## src/hdl/skit_pkg.sv

```systemverilog
// ============================================================================
// skit_pkg - shared types and codes for the sorted key index table
// Holds the request and response beat layouts, the table entry layout and
// the request and status codes.
// ============================================================================
package skit_pkg;

    localparam int KEY_W  = 31;
    localparam int SLOT_W = 4;
    localparam int STAT_W = 3;

    // Request type codes
    localparam logic REQ_INSERT = 1'b0;
    localparam logic REQ_LOOKUP = 1'b1;

    // Response status codes
    localparam logic [STAT_W-1:0] ST_INSERTED = 3'd0;
    localparam logic [STAT_W-1:0] ST_DUP      = 3'd1;
    localparam logic [STAT_W-1:0] ST_FULL     = 3'd2;
    localparam logic [STAT_W-1:0] ST_HIT      = 3'd3;
    localparam logic [STAT_W-1:0] ST_MISS     = 3'd4;

    typedef logic [KEY_W-1:0]  t_key;
    typedef logic [SLOT_W-1:0] t_slot;

    typedef struct packed {
        logic req_type;
        t_key key;
    } t_req;

    typedef struct packed {
        logic [STAT_W-1:0] status;
        t_slot             record_slot;
        t_slot             sorted_rank;
    } t_rsp;

    // One table entry: key and the record slot it was given
    typedef struct packed {
        t_key  key;
        t_slot slot;
    } t_entry;

endpackage

```

## src/hdl/sorted_key_index_table.sv

```systemverilog
// ============================================================================
// sorted_key_index_table - sorted key table with insert and lookup
// Keeps keys in ascending order in a RAM, each paired with the record slot
// it got on insert. Inserts refuse duplicates and a full table; lookups
// report the record slot and sorted rank of a present key.
// ============================================================================
//
//  Channel   Ports                       Handshake
//  --------  --------------------------  ---------------------------------
//  request   i_req (t_req)               beat taken when start & !busy
//  response  o_result (t_rsp)            beat valid while o_done, 1 cycle
//
//  Sequence: a lookup walks the table from entry 0 through one RAM read
//  port, one entry a cycle, and stops at the first key not below the request
//  key or at the last entry. An insert scans to its insert point the same
//  way. When larger entries follow, a shift pass moves each of them up by
//  one, from the last entry down (the first read is primed in the last scan
//  cycle), and S_PLACE then writes the new entry. An insert into an empty
//  table skips the scan and goes straight to S_PLACE.
//  Reset clears the state, done flag and entry count, not the RAM; no RAM
//  clearing pass is needed since only entries below the count are ever used.
//  The response is a single-cycle strobe; the receiver cannot stall it.
//  busy drops in the cycle the response beat is shown, so the next request
//  beat may be taken in that cycle.
// ============================================================================
module sorted_key_index_table
    import skit_pkg::*;
#(
    parameter int TABLE_DEPTH = 16
) (
    input  logic i_clk,
    input  logic i_rst_n,
    input  logic start,
    input  t_req i_req,
    output logic busy,
    output logic o_done,
    output t_rsp o_result
);

    localparam int AW = $clog2(TABLE_DEPTH);
    localparam int CW = $clog2(TABLE_DEPTH + 1);
    localparam int EW = $bits(t_entry);

    typedef enum logic [1:0] {
        S_IDLE,
        S_SCAN,
        S_SHIFT,
        S_PLACE
    } t_state;

    t_state          r_state, n_state;
    logic [CW-1:0]   r_count, n_count;
    logic [AW-1:0]   r_idx,   n_idx;    // index of the entry on the read data
    logic [AW-1:0]   r_ins,   n_ins;    // insert position
    t_req            r_req,   n_req;
    logic            r_done,  n_done;
    t_rsp            r_result, n_result;

    logic            ram_we;
    logic [AW-1:0]   ram_waddr;
    t_entry          ram_wdata;
    logic [AW-1:0]   ram_raddr;
    logic [EW-1:0]   ram_rdata;
    t_entry          rd;
    logic            scan_last;
    logic            scan_above;
    logic            tbl_full;

    skit_ram #(
        .WIDTH (EW),
        .DEPTH (TABLE_DEPTH)
    ) u_store (
        .i_clk   (i_clk),
        .i_we    (ram_we),
        .i_waddr (ram_waddr),
        .i_wdata (ram_wdata),
        .i_raddr (ram_raddr),
        .o_rdata (ram_rdata)
    );

    assign rd         = t_entry'(ram_rdata);
    assign scan_last  = (CW'(r_idx) + CW'(1)) == r_count;
    assign scan_above = rd.key > r_req.key;
    assign tbl_full   = r_count == CW'(TABLE_DEPTH);

    always_comb begin
        n_state   = r_state;
        n_count   = r_count;
        n_idx     = r_idx;
        n_ins     = r_ins;
        n_req     = r_req;
        n_done    = 1'b0;
        n_result  = r_result;
        ram_we    = 1'b0;
        ram_waddr = r_ins;
        ram_wdata.key  = r_req.key;
        ram_wdata.slot = t_slot'(r_count);
        ram_raddr = '0;

        case (r_state)
            S_IDLE: begin
                // Start the walk at entry 0
                if (start) begin
                    n_req = i_req;
                    n_idx = '0;
                    n_ins = '0;
                    if (r_count == '0) begin
                        if (i_req.req_type == REQ_LOOKUP) begin
                            n_done               = 1'b1;
                            n_result.status      = ST_MISS;
                            n_result.record_slot = '0;
                            n_result.sorted_rank = '0;
                        end else begin
                            n_state = S_PLACE;
                        end
                    end else begin
                        n_state = S_SCAN;
                    end
                end
            end

            S_SCAN: begin
                if (rd.key == r_req.key) begin
                    // Key present: hit or duplicate
                    n_done  = 1'b1;
                    n_state = S_IDLE;
                    if (r_req.req_type == REQ_LOOKUP) begin
                        n_result.status      = ST_HIT;
                        n_result.record_slot = rd.slot;
                        n_result.sorted_rank = t_slot'(r_idx);
                    end else begin
                        n_result.status      = ST_DUP;
                        n_result.record_slot = '0;
                        n_result.sorted_rank = '0;
                    end
                end else if (scan_above || scan_last) begin
                    // Key absent; insert point is here or past the end
                    n_ins = scan_above ? r_idx : AW'(r_count);
                    if (r_req.req_type == REQ_LOOKUP || tbl_full) begin
                        n_done               = 1'b1;
                        n_state              = S_IDLE;
                        n_result.status      = (r_req.req_type == REQ_LOOKUP) ?
                                               ST_MISS : ST_FULL;
                        n_result.record_slot = '0;
                        n_result.sorted_rank = '0;
                    end else if (!scan_above) begin
                        n_state = S_PLACE;
                    end else begin
                        // Prime the shift with the last entry
                        n_idx     = AW'(r_count - CW'(1));
                        ram_raddr = AW'(r_count - CW'(1));
                        n_state   = S_SHIFT;
                    end
                end else begin
                    // Advance to the next entry
                    n_idx     = r_idx + AW'(1);
                    ram_raddr = r_idx + AW'(1);
                end
            end

            S_SHIFT: begin
                // Move the entry on the read data up by one slot
                ram_we    = 1'b1;
                ram_waddr = r_idx + AW'(1);
                ram_wdata = rd;
                if (r_idx == r_ins) begin
                    n_state = S_PLACE;
                end else begin
                    n_idx     = r_idx - AW'(1);
                    ram_raddr = r_idx - AW'(1);
                end
            end

            S_PLACE: begin
                // Write the new entry and report it
                ram_we               = 1'b1;
                n_count              = r_count + CW'(1);
                n_done               = 1'b1;
                n_state              = S_IDLE;
                n_result.status      = ST_INSERTED;
                n_result.record_slot = t_slot'(r_count);
                n_result.sorted_rank = t_slot'(r_ins);
            end

            default: begin
                n_state = S_IDLE;
            end
        endcase
    end

    always_ff @(posedge i_clk) begin
        if (!i_rst_n) begin
            r_state <= S_IDLE;
            r_count <= '0;
            r_done  <= 1'b0;
        end else begin
            r_state <= n_state;
            r_count <= n_count;
            r_done  <= n_done;
        end
        r_idx    <= n_idx;
        r_ins    <= n_ins;
        r_req    <= n_req;
        r_result <= n_result;
    end

    assign busy     = r_state != S_IDLE;
    assign o_done   = r_done;
    assign o_result = r_result;

endmodule

```

## src/hdl/skit_ram.sv

```systemverilog
// ============================================================================
// skit_ram - generic simple dual-port RAM
// One write port, one read port, read data registered.
// ============================================================================
module skit_ram #(
    parameter int WIDTH = 35,
    parameter int DEPTH = 16
) (
    input  logic                     i_clk,
    input  logic                     i_we,
    input  logic [$clog2(DEPTH)-1:0] i_waddr,
    input  logic [WIDTH-1:0]         i_wdata,
    input  logic [$clog2(DEPTH)-1:0] i_raddr,
    output logic [WIDTH-1:0]         o_rdata
);

    logic [WIDTH-1:0] mem [DEPTH];

    always_ff @(posedge i_clk) begin
        if (i_we) begin
            mem[i_waddr] <= i_wdata;
        end
        o_rdata <= mem[i_raddr];
    end

endmodule
```

## config.mk

```make
export PLATFORM = sky130hd
export DESIGN_NAME = sorted_key_index_table
export DESIGN_NICKNAME = d
export VERILOG_FILES = /design/src/hdl/skit_pkg.sv /design/src/hdl/sorted_key_index_table.sv /design/src/hdl/skit_ram.sv
export SDC_FILE = /design/constraint.sdc
export NUM_CORES = 1
export LEC_CHECK = 0
export BUFFER_PORTS_ARGS = -buffer_cell sky130_fd_sc_hd__buf_2
export CORE_ASPECT_RATIO = 0.7
export CORE_MARGIN = 3
export CORE_UTILIZATION = 54
export CTS_CLUSTER_DIAMETER = 60
export DETAILED_ROUTE_END_ITERATION = 6
export PLACE_DENSITY = 0.72
export SYNTH_ARGS = -nofsm -noshare
export SYNTH_HDL_FRONTEND = slang
export SYNTH_HIERARCHICAL = 1
export SYNTH_SLANG_ARGS = --single-unit
export TNS_END_PERCENT = 1
```

## constraint.sdc

```tcl
create_clock -name i_clk -period 11.9 [get_ports i_clk]
set_input_delay 3.57 -clock i_clk [delete_from_list [all_inputs] [get_ports i_clk]]
set_output_delay 3.57 -clock i_clk [all_outputs]
set_load 0.1 [all_outputs]
```

### Word level (Yosys, flattened, before mapping)

Memories as Yosys holds them, arrays and structs flattened. A register that Yosys moved wholly into a read port is not among the register bits.
Index checks and enable logic that the tools add are counted.

| storage, ports and cells | value |
|---|---|
| register bits | 59 |
| bits in writable memories | 560 |
| input bits | 35 |
| output and inout port bits | 13 |
| word-level logic and storage cells | 97 |
| memories | 1 |

Memories:

| name | words | width | read ports | clocked after Yosys merged registers in | write ports | RTL line | text |
|---|---|---|---|---|---|---|---|
| u_store.mem | 16 | 35 | 1 | 1 | 1 | skit_ram.sv:17 | `logic [WIDTH-1:0] mem [DEPTH];` |

| operators by class | value |
|---|---|
| add/sub/neg operators | 5 |
| magnitude comparators | 1 |
| equality and inequality tests | 19 |
| multiplexer cells | 47 |
| reduce and logical (&&, ||, !) cells | 14 |

Operator list:

| cell | count |
|---|---|
| 11-bit two-way mux | 6 |
| 4-bit two-way mux | 15 |
| 35-bit two-way mux | 1 |
| 11-bit one-hot mux with 3 select lines | 1 |
| 31-bit == test | 1 |
| 31-bit greater-than comparator | 1 |
| 4-bit one-hot mux with 2 select lines | 2 |
| 3-bit inequality test (second input constant) | 5 |
| 2-bit two-way mux | 7 |
| 2-bit inequality test (second input constant) | 7 |
| 4-bit one-hot mux with 3 select lines | 1 |
| 6-bit AND reduction | 2 |
| 1-bit two-way mux | 10 |
| 10-bit two-way mux | 1 |
| 2-bit one-hot mux with 4 select lines | 1 |
| 4-bit AND reduction | 2 |
| 4-bit by 1-bit subtractor with 4-bit output (second input constant) | 2 |
| 3-bit nonzero test | 2 |
| 4-bit by 1-bit adder with 5-bit output (second input constant) | 1 |
| 5-bit by 1-bit adder with 5-bit output (second input constant) | 1 |
| 5-bit == test | 1 |
| 5-bit == test (second input constant) | 1 |
| 5-bit zero test | 1 |
| 4-bit by 1-bit adder with 4-bit output (second input constant) | 1 |
| other kinds (10) | 13 |

### Depth between registers and ports, before layout

Gate-level depths: netlist of run 1.

| logic depth | value |
|---|---|
| word-level depth | 6 |
| gate-level depth with buffers | 16 |

### Cells and area by module

Netlist of run 1, hierarchy kept.

By module, submodules not included:

| module | times used | cells each | area an instance (um^2) | sequential area each (um^2) |
|---|---|---|---|---|
| skit_ram | 1 | 914 | 22,053.7 | 17,516.8 |
| sorted_key_index_table | 1 | 427 | 4,050.1 | 1,691.6 |

### Worst setup path after synthesis of run 1

No wires, ideal clock.

| timing path | value |
|---|---|
| kind | input to register |
| from | in i_req[31] (netlist name) |
| to | reg r_result (netlist bit o_result[0]) (enable) |
| arrival | 4.665 ns |
| setup slack | 6.857 ns |
| stages on the path | 6 |
| path buffers | 0 |
| path through | nand2_1 -> nor4_1 -> nand2_1 -> o21ai_0 -> nand2_1 -> nor2_1 |

| between the ends | value |
|---|---|
| cells in the longest elaborated chain, start to end | 2 |

RTL lines:

| what | RTL line | text |
|---|---|---|
| start, declared | sorted_key_index_table.sv:34 | `input t_req i_req,` |
| 2-bit inequality test (no line) | n/a |  |
| 6-bit AND reduction (no line) | n/a |  |
| end signal, assigned | sorted_key_index_table.sv:204 | `r_result <= n_result;` |
| end, declared | sorted_key_index_table.sv:57 | `t_rsp r_result, n_result;` |

Every way passes these cells.
A chain may end at the register's enable or synchronous reset.

### Worst setup path in the final report of run 1

| timing path | value |
|---|---|
| from | reg r_state[0] |
| to | out busy |

| between the ends | value |
|---|---|
| cells in the longest elaborated chain, start to end | 1 |

RTL lines:

| what | RTL line | text |
|---|---|---|
| start, declared | sorted_key_index_table.sv:51 | `t_state r_state, n_state;` |
| start signal, assigned | sorted_key_index_table.sv:197 | `r_state <= n_state;` |
| 2-bit nonzero test | sorted_key_index_table.sv:207 | `assign busy = r_state != S_IDLE;` |
| end, declared | sorted_key_index_table.sv:35 | `output logic busy,` |

Every way passes these cells.

==> results of run 1 <==
==> worst paths after layout <==
check,start,to,slack [ns],cells after the start
max,r_state[0],busy,6.32,4
min,r_state[1],r_state[1],0.53,2
max reg2reg,r_req[8],u_store/o_rdata[15],6.47,14
min reg2reg,r_state[1],r_state[1],0.53,2
==> layout by cell type, fill, tap and decap left out, types with 6 or more instances in the layout <==
cell type  count
nand2_1       87
nor3_1         6
nand4_1        8
mux4_2        83
a21oi_1       21
nand3_1       12
buf_2         47
clkbuf_8       7
nor2_1        27
a22oi_1       70
xnor2_1       12
clkbuf_1       8
bufinv_16      8
dfxtp_1       43
ha_1          41
nor2_4        14
inv_1         43
edfxtp_1     611
buf_4         57
clkbuf_16     59
clkinv_2      16
o21ai_0       40
mux4_1        57
a22o_1         8
==> final cells by class <==
| cell class | instances | area (um2) |
|---|---|---|
| Tap cell | 612 | 765.7 |
| Multi-Input combinational cell | 576 | 6417 |
| Timing Repair Buffer | 105 | 683.2 |
| Clock buffer | 74 | 1603 |
| Fill cell | 3241 | 17840 |
| Sequential cell | 654 | 19210 |
| Inverter | 43 | 161.4 |
| Clock inverter | 35 | 390.4 |
==> critical path, stage by stage (launching register included) <==
cell	delay, ns
dfxtp_1	0.43
inv_1	0.10
ha_1	0.28
inv_1	0.16
buf_2	0.45
==> logic make-up (layout without fill, tap and decap cells) <==
kind of cell,count (synthesis),count (layout),share of synthesized area (%)
and+or+nand+nor,194,194,3.504
adders and majority gates,42,42,2.013
DFF,654,654,73.58
xor gates and xnor gates,17,17,0.6231
buffers and inverters,111,257,2.430
AOI/OAI and AO/OA,175,175,4.625
muxes,148,148,13.22
==> per-stage QoR <==
stage | instance area [um2] | worst slack [ns] | hold WS (ns)
after floorplan | 26100 | 6.857 | 0.4831
after CTS | 29230 | 6.303 | 0.5336
after global routing | 29230 | 6.075 | 0.5562
final | 29230 | 6.317 | 0.5281
after global placement | 27240 | 6.449 | 0.5151
after detailed placement | 27240 | 6.455 | 0.5240
==> layer usage <==
| metal | GRT usage [%] | up-vias | wire [um] |
|---|---|---|---|
| met1 | 34.27 | 6901 | 24610 |
| met2 | 33.51 | 546 | 25550 |
| met4 | 5.211 | 0 | 1137 |
| li1 | - | 5688 | - |
| met3 | 4.525 | 79 | 4656 |
| met5 | 0 | - | 0 |
==> flip-flops by register name, indices dropped and copies added (netlist names) <==
register         flops
u_store/mem        560
r_state              2
r_ins                4
r_idx                4
u_store/o_rdata     35
o_result            11
r_count              5
r_req               32
o_done               1
==> power by group through the flow <==
stage	sequential, mW	clock [mW]	combinational [mW]
6_report	3.19	1.94	1.98
5_1_grt	3.21	2.06	2.14
4_1_cts	3.19	1.97	1.98
3_5_place_dp	3.23	0	1.96
3_3_place_gp	3.22	0	1.91
2_1_floorplan	3.27	0	1.33
==> impl_metrics.ini, run 1 <==
[clock_tree]
cts_setup_buffers = 0
cts-htree-levels = 2
clock_path_buffers = 3
ctsHoldBuffers = 0
insertion_delay_ns = 0.60
cts-buffers-inserted = 58
cts_tree = built
cts_sinks = 654
root_buffer = clkbuf_16
path_clk_slew_ns = 0.07
post_cts_resized = 0

[drt]
wl_per_cell_um = 26.66
wl_um = 55950
ant_nets = 0
viasPerCell = 6.295
drc_errors = 0
vias = 13210
firstDrtPassIters = 5
drt_iter0_markers = 1537

[grt]
antenna_found_initial = 0
gr-total-overflow = 0
grt_max_degree = 141
grt_pass1_wl_um = 83490
track_usage_pct = 22.32
grt_pass1_vias = 13220

[sta]
finalMaxSlewViolations = 0
slew_headroom_pct = 22.74
timing_hold_violations_final = 0
rsz0062_at_grt = false
setup_violations = 0
fin_crit_sh_pct = 46.91
finalCriticalPeriod_ns = 5.583
fmax_mhz = 179.1
fin_skew_ns = 0.02181
tightest_slew_ns = 1.159
totalNegativeSetupSlack_ns = 0

[power_and_ir_drop]
seqPwrFrac_pct = 44.9
finalPower_mw = 7.104
peakVddDrop_mv = 0.1302
p_int_mw = 4.908
power.density_mw_per_mm2 = 243.0
p_leak_nw = 9.613
p_switching_mw = 2.196
clock_power_share_pct = 27.3
switching_share_pct = 30.91
comb_power_share_pct = 27.8

[worst_setup_path]
arrival_ns = 2.01
crit_required_ns = 8.33
cp_max_fo = 7
crit_type = flip-flop to primary output
cp-start-kind = flip-flop
worst_setup_path_end_kind = primary output

[placed_design]
portBuffers = 47
hpwl_um = 30100
dp_cells = 1990
globalplace.congestion = 0.8890

[yosys]
ys_types = 61
syn_area_mm2 = 0.02610
synthFlopType = edfxtp_1
ys_seq_area_share_pct = 73.58
synth_top_area_share_pct = 70.29
postSynth.asyncResetShare_pct = 0
netlist_top_cells_count = edfxtp_1 (611), nand2_1 (87), mux4_2 (83)
synth.largest_area_cell = edfxtp_1
yosysWarnings = 6
syn_avg_cell_area_um2 = 19.47
synth_most_common_cell = edfxtp_1
ys_top_cells_by_area = edfxtp_1 (70%), mux4_2 (7.2%), mux4_1 (5.7%), dfxtp_1 (3.3%), a22oi_1 (2.0%)
synth-edff-count = 611
ys_ff_latch = 654
synthCells = 1341
syn_nets = 1418

[cells_and_area]
layout-drive-gt1-share_pct = 21.92
nets = 1515
finalCoreUtilization_pct = 62.10
stdcell_count = 2099
syn_to_final_growth_pct = 11.97
antenna_cells = 0

[floorplan]
fp-row-count = 66
initial_core_util_pct = 55.46
die_area_mm2 = 0.05106
dieHeight_um = 190.0
core-area_mm2 = 0.04707
die_w_um = 268.8
ioPinCount = 48

[job]
drv_cap = 0

[status]
status = complete, no violations

[worst_hold_path]
holdCritPathClass = flip-flop to flip-flop
Power figures use the tool's default switching activity.
==> inputs of run 2 (changes only) <==
==> constraint.sdc (replaced) <==
create_clock -name i_clk -period 5.6 [get_ports i_clk]
set_input_delay 1.68 -clock i_clk [delete_from_list [all_inputs] [get_ports i_clk]]
set_output_delay 1.68 -clock i_clk [all_outputs]
set_load 0.1 [all_outputs]
==> run 2 against run 1 <==
Net effect:
- critical path depth increased by 9
- sequential share of layout area fell by 0.18 points
- clock power is 110% higher
- wire length increased by 2.2%
- largest cell class unchanged
- highest routed layer unchanged
==> impl_metrics.ini, run 2 (same netlist as run 1, synthesis figures left out) <==
[clock_tree]
cts-buffers-inserted = 58
ctsHoldBuffers = 0
clock_path_buffers = 3
cts_tree = built
cts_sinks = 654
post_cts_resized = 0
cts_setup_buffers = 0
root_buffer = clkbuf_16
cts-htree-levels = 2
insertion_delay_ns = 0.60
path_clk_slew_ns = 0.06

[floorplan]
die_area_mm2 = 0.05106
ioPinCount = 48
dieHeight_um = 190.0
initial_core_util_pct = 55.46
fp-row-count = 66
core-area_mm2 = 0.04707
die_w_um = 268.8

[cells_and_area]
final_cell_mix = edfxtp_1 (611), nand2_1 (87), mux4_2 (83)
nets = 1521
regMostFlops = u_store/mem
largest_register_ffs = 560
syn_to_final_growth_pct = 12.28
largestRegisters = u_store/mem (560), u_store/o_rdata (35), r_req (32)
antenna_cells = 0
stdcell_count = 2104
stdcell_area_mm2 = 0.02931
layout-drive-gt1-share_pct = 21.98
mostFrequentLayoutCell = edfxtp_1

[power_and_ir_drop]
power.density_mw_per_mm2 = 513.4
finalPower_mw = 15.05
peakVddDrop_mv = 0.3221
p_leak_nw = 9.638

[grt]
grt_pass1_vias = 13230
grt_max_degree = 141
grt_pass1_wl_um = 85200
gr-total-overflow = 0
track_usage_pct = 22.90
antenna_found_initial = 0

[worst_setup_path]
crit_type = flip-flop to flip-flop
crit_required_ns = 6.13
arrival_ns = 5.06
cp_max_fo = 20
crit_chain = inv_1, ha_1, nand3_1, or2_2, a31oi_1, o31ai_2, nand3_1, o21ai_0, nor2_1, and2_2, buf_4, a22oi_1, nand2_1
rr_startpoint = r_req[27]
slowest_stage = and2_2
timing.rr.end = u_store/o_rdata[6]
regToRegSetupSlack_ns = 1.07
cp-start-kind = flip-flop
worst_setup_path_end_kind = flip-flop
worst-path-buf-inv = 2
reg2reg_depth = 13
cpPeakStageDelay_ns = 0.59
cp_common_cell = nand3_1
critPathTopFamily = simple AND/OR/NAND/NOR gates

[drt]
wl_met3_um = 4623
ant_nets = 0
wl_met2_um = 26850
drt_iter0_markers = 1399
firstDrtPassIters = 5
wl_per_cell_um = 27.19
top_layer = met4
vias = 13160
wl_um = 57210
drc_errors = 0
viasPerCell = 6.256
wl_met1_um = 24460

[placed_design]
globalplace.congestion = 0.8722
place_area_mm2 = 0.02737
hpwl_um = 31400
dp_cells = 1996
portBuffers = 47

[sta]
finalCriticalPeriod_ns = 4.530
fmax_mhz = 220.7
fin_skew_ns = 0.01396
rsz0062_at_grt = false
finalMaxSlewViolations = 0
fin_hold_ws_ns = 0.5288
tightest_slew_ns = 1.149
slew_headroom_pct = 23.40
fin_crit_sh_pct = 80.90
timing_hold_violations_final = 0
totalNegativeSetupSlack_ns = 0
setup_violations = 0

[job]
drv_cap = 0

[status]
status = complete, no violations

[worst_hold_path]
min_from = r_state[1]
hold_depth = 2
holdCritPathClass = flip-flop to flip-flop
min_to = r_state[1]
run 2: metal layers:
layer,up-vias,track usage [%]
li1,5702,-
met1,6842,34.11
met2,533,35.76
met3,85,4.021
met4,0,5.836
met5,-,0
run 2: how the worst max path moves through the flow:
stage | startpoint | end | slack [ns] | depth (start not counted)
4_1_cts | r_req[10] | u_store/o_rdata[6] | 1.15 | 13
3_5_place_dp | r_req[10] | u_store/o_rdata[10] | 1.22 | 13
3_3_place_gp | r_req[13] | u_store/o_rdata[10] | 1.29 | 13
2_1_floorplan | r_state[0] | u_store/mem[0][0] | 0.99 | 6
6_report | r_req[27] | u_store/o_rdata[6] | 1.07 | 13
5_1_grt | r_req[10] | u_store/o_rdata[10] | 0.76 | 13
run 2: area by class of cell:
| type | count | area, um2 |
|---|---|---|
| sequential | 654 | 19210 |
| multi-input combinational | 576 | 6417 |
| fill | 3219 | 17760 |
| inverter | 43 | 161.4 |
| timing repair buffer | 111 | 815.8 |
| tap | 612 | 765.7 |
| clock buffer | 79 | 1662 |
| clock inverter | 29 | 280.3 |
run 2: stage by stage:
stage	worst slack, ns	util (%)
finish	1.070	62.27
global route	0.7567	62.27
CTS	1.147	62.27
detailed placement	1.218	58.14
global placement	1.290	58.14
floorplan	0.9885	-
run 2: where the power goes:
group	internal, mW	total (mW)	switching, mW	leakage (nW)
Clock	2.31	4.01	1.70	0.955
Combinational	1.53	4.26	2.73	2.76
Sequential	6.55	6.78	0.235	5.92
Total	10.4	15.0	4.66	9.64
run 2: tightest hold or removal path, delay by kind of cell, from the launching register on:
family        cells  cell delay, ns
simple gates      1            0.07
mux               1            0.06
flops             1            0.35
==> inputs of run 3 (changes only) <==
==> constraint.sdc (replaced) <==
create_clock -name i_clk -period 4.5 [get_ports i_clk]
set_input_delay 1.35 -clock i_clk [delete_from_list [all_inputs] [get_ports i_clk]]
set_output_delay 1.35 -clock i_clk [all_outputs]
set_load 0.1 [all_outputs]
==> run 3 against run 2 <==
Net effect:
- hold slack improved by 0.0038 ns
- die area did not move
- critical path depth rose by 1
- global-route usage barely moved
- combinational power rose by 28%
- non-clock buffer count rose by 21
- flip-flop and latch count did not move
- critical path type unchanged
- clock power rose by 17%
- wire length fell by 0.16%
==> impl_metrics.ini, run 3 (same netlist as run 1, synthesis figures left out) <==
[cells_and_area]
syn_to_final_growth_pct = 12.75
layout-drive-gt1-share_pct = 22.74
largestRegisters = u_store/mem (560), u_store/o_rdata (35), r_req (32)
mostFrequentLayoutCell = edfxtp_1
final_cell_mix = edfxtp_1 (611), nand2_1 (87), mux4_2 (83)
antenna_cells = 0
regMostFlops = u_store/mem
finalCoreUtilization_pct = 62.53
stdcell_area_mm2 = 0.02943
nets = 1541
largest_register_ffs = 560

[clock_tree]
cts-buffers-inserted = 57
root_buffer = clkbuf_16
cts-htree-levels = 2
cts_tree = built
clock_path_buffers = 3
ctsHoldBuffers = 0
cts_sinks = 654
path_clk_slew_ns = 0.07
insertion_delay_ns = 0.61

[drt]
drc_errors = 0
wl_per_cell_um = 26.88
drt_iter0_markers = 1631
firstDrtPassIters = 5
ant_nets = 0
wl_um = 57120
viasPerCell = 6.224
vias = 13230

[sta]
fin_crit_sh_pct = 91.17
rsz0062_at_grt = false
tightest_slew_ns = 1.058
finalMaxSlewViolations = 0
finalCriticalPeriod_ns = 4.103
slew_headroom_pct = 29.49
setup_violations = 0
fin_skew_ns = 0.02187
timing_hold_violations_final = 0
fmax_mhz = 243.8
totalNegativeSetupSlack_ns = 0

[worst_hold_path]
hold_depth = 2
min_to = r_state[1]
min_from = r_state[1]
holdCritPathClass = flip-flop to flip-flop

[power_and_ir_drop]
p_switching_mw = 5.835
peakVddDrop_mv = 0.3818
power.density_mw_per_mm2 = 630.3
switching_share_pct = 31.45
p_leak_nw = 9.698
comb_power_share_pct = 29.4
clock_power_share_pct = 25.2
p_int_mw = 12.72
seqPwrFrac_pct = 45.3

[grt]
gr-total-overflow = 0
grt_pass1_vias = 13400
track_usage_pct = 22.85
antenna_found_initial = 0
grt_max_degree = 66
grt_pass1_wl_um = 85420

[floorplan]
ioPinCount = 48
dieHeight_um = 190.0
fp-row-count = 66
core-area_mm2 = 0.04707
die_area_mm2 = 0.05106
initial_core_util_pct = 55.46
die_w_um = 268.8

[job]
drv_cap = 0

[worst_setup_path]
reg2reg_depth = 14
timing.rr.end = u_store/o_rdata[6]
crit_type = flip-flop to flip-flop
rr_startpoint = r_req[10]
worst_setup_path_end_kind = flip-flop
cp_max_fo = 15
cp-start-kind = flip-flop
regToRegSetupSlack_ns = 0.40
crit_required_ns = 5.05
arrival_ns = 4.65

[placed_design]
portBuffers = 47
place_area_mm2 = 0.02762
globalplace.congestion = 0.8700
hpwl_um = 29910

[status]
status = complete, no violations
run 3: worst max-delay path by stage:
| stage | endpoint | startpoint | slack (ns) | depth (start not counted) |
|---|---|---|---|---|
| CTS | u_store/o_rdata[6] | r_req[10] | 0.05 | 13 |
| global route | u_store/o_rdata[25] | r_req[13] | 0.17 | 14 |
| global placement | u_store/o_rdata[12] | r_req[10] | 0.13 | 13 |
| floorplan | u_store/mem[12][0] | r_idx[0] | 0.17 | 5 |
| finish | u_store/o_rdata[6] | r_req[10] | 0.40 | 14 |
| detailed placement | u_store/o_rdata[6] | r_req[10] | 0.08 | 13 |
run 3: critical path, stage by stage, from the launching register on:
cell and delay, ns:
edfxtp_1 0.36, inv_1 0.08, ha_1 0.26, a21oi_1 0.13
o21ai_0 0.15, a221oi_1 0.63, a21oi_1 0.28, or2_1 0.29
buf_4 0.17, o221ai_2 0.18, o211a_1 0.30, and2_2 0.56
buf_4 0.40, a22oi_1 0.14, nand2_1 0.09
run 3: metal layers:
metal | track usage (%) | wire length (um) | vias to the layer above
met2 | 35.62 | 26700 | 625
met4 | 5.627 | 1258 | 0
met1 | 33.65 | 23690 | 6765
met5 | 0 | 0 | -
li1 | - | - | 5742
met3 | 4.706 | 5477 | 94
run 3: per-stage QoR:
stage	total power [mW]	instances	worst slack, ns	hold WS [ns]
floorplan	12.17	1341	0.1687	0.4831
CTS	18.61	2121	0.05343	0.5358
finish	18.55	2125	0.3975	0.5326
global route	19.39	2125	0.1660	0.5692
detailed placement	13.93	2013	0.07762	0.5272
global placement	13.79	2013	0.1316	0.5079
run 3: area by class of cell:
class	instances	area, um2
sequential	654	19210
multi-input combinational	576	6424
timing repair buffer	132	1086
tap	612	765.7
clock inverter	26	186.4
inverter	43	161.4
fill	3238	17640
clock buffer	82	1602
run 3: power groups by stage:
stage	clock network, mW	logic (mW)	registers (mW)
after floorplan	0	3.53	8.64
after global placement	0	5.28	8.51
after detailed placement	0	5.40	8.53
after CTS	4.77	5.43	8.41
after global routing	5.02	5.90	8.47
final	4.68	5.46	8.41
run 3: timing repair:
action                                  in CTS  in global routing
gates resized for setup                      0                  0
setup buffers                                0                  4
endpoints found under the setup margin       0                 33
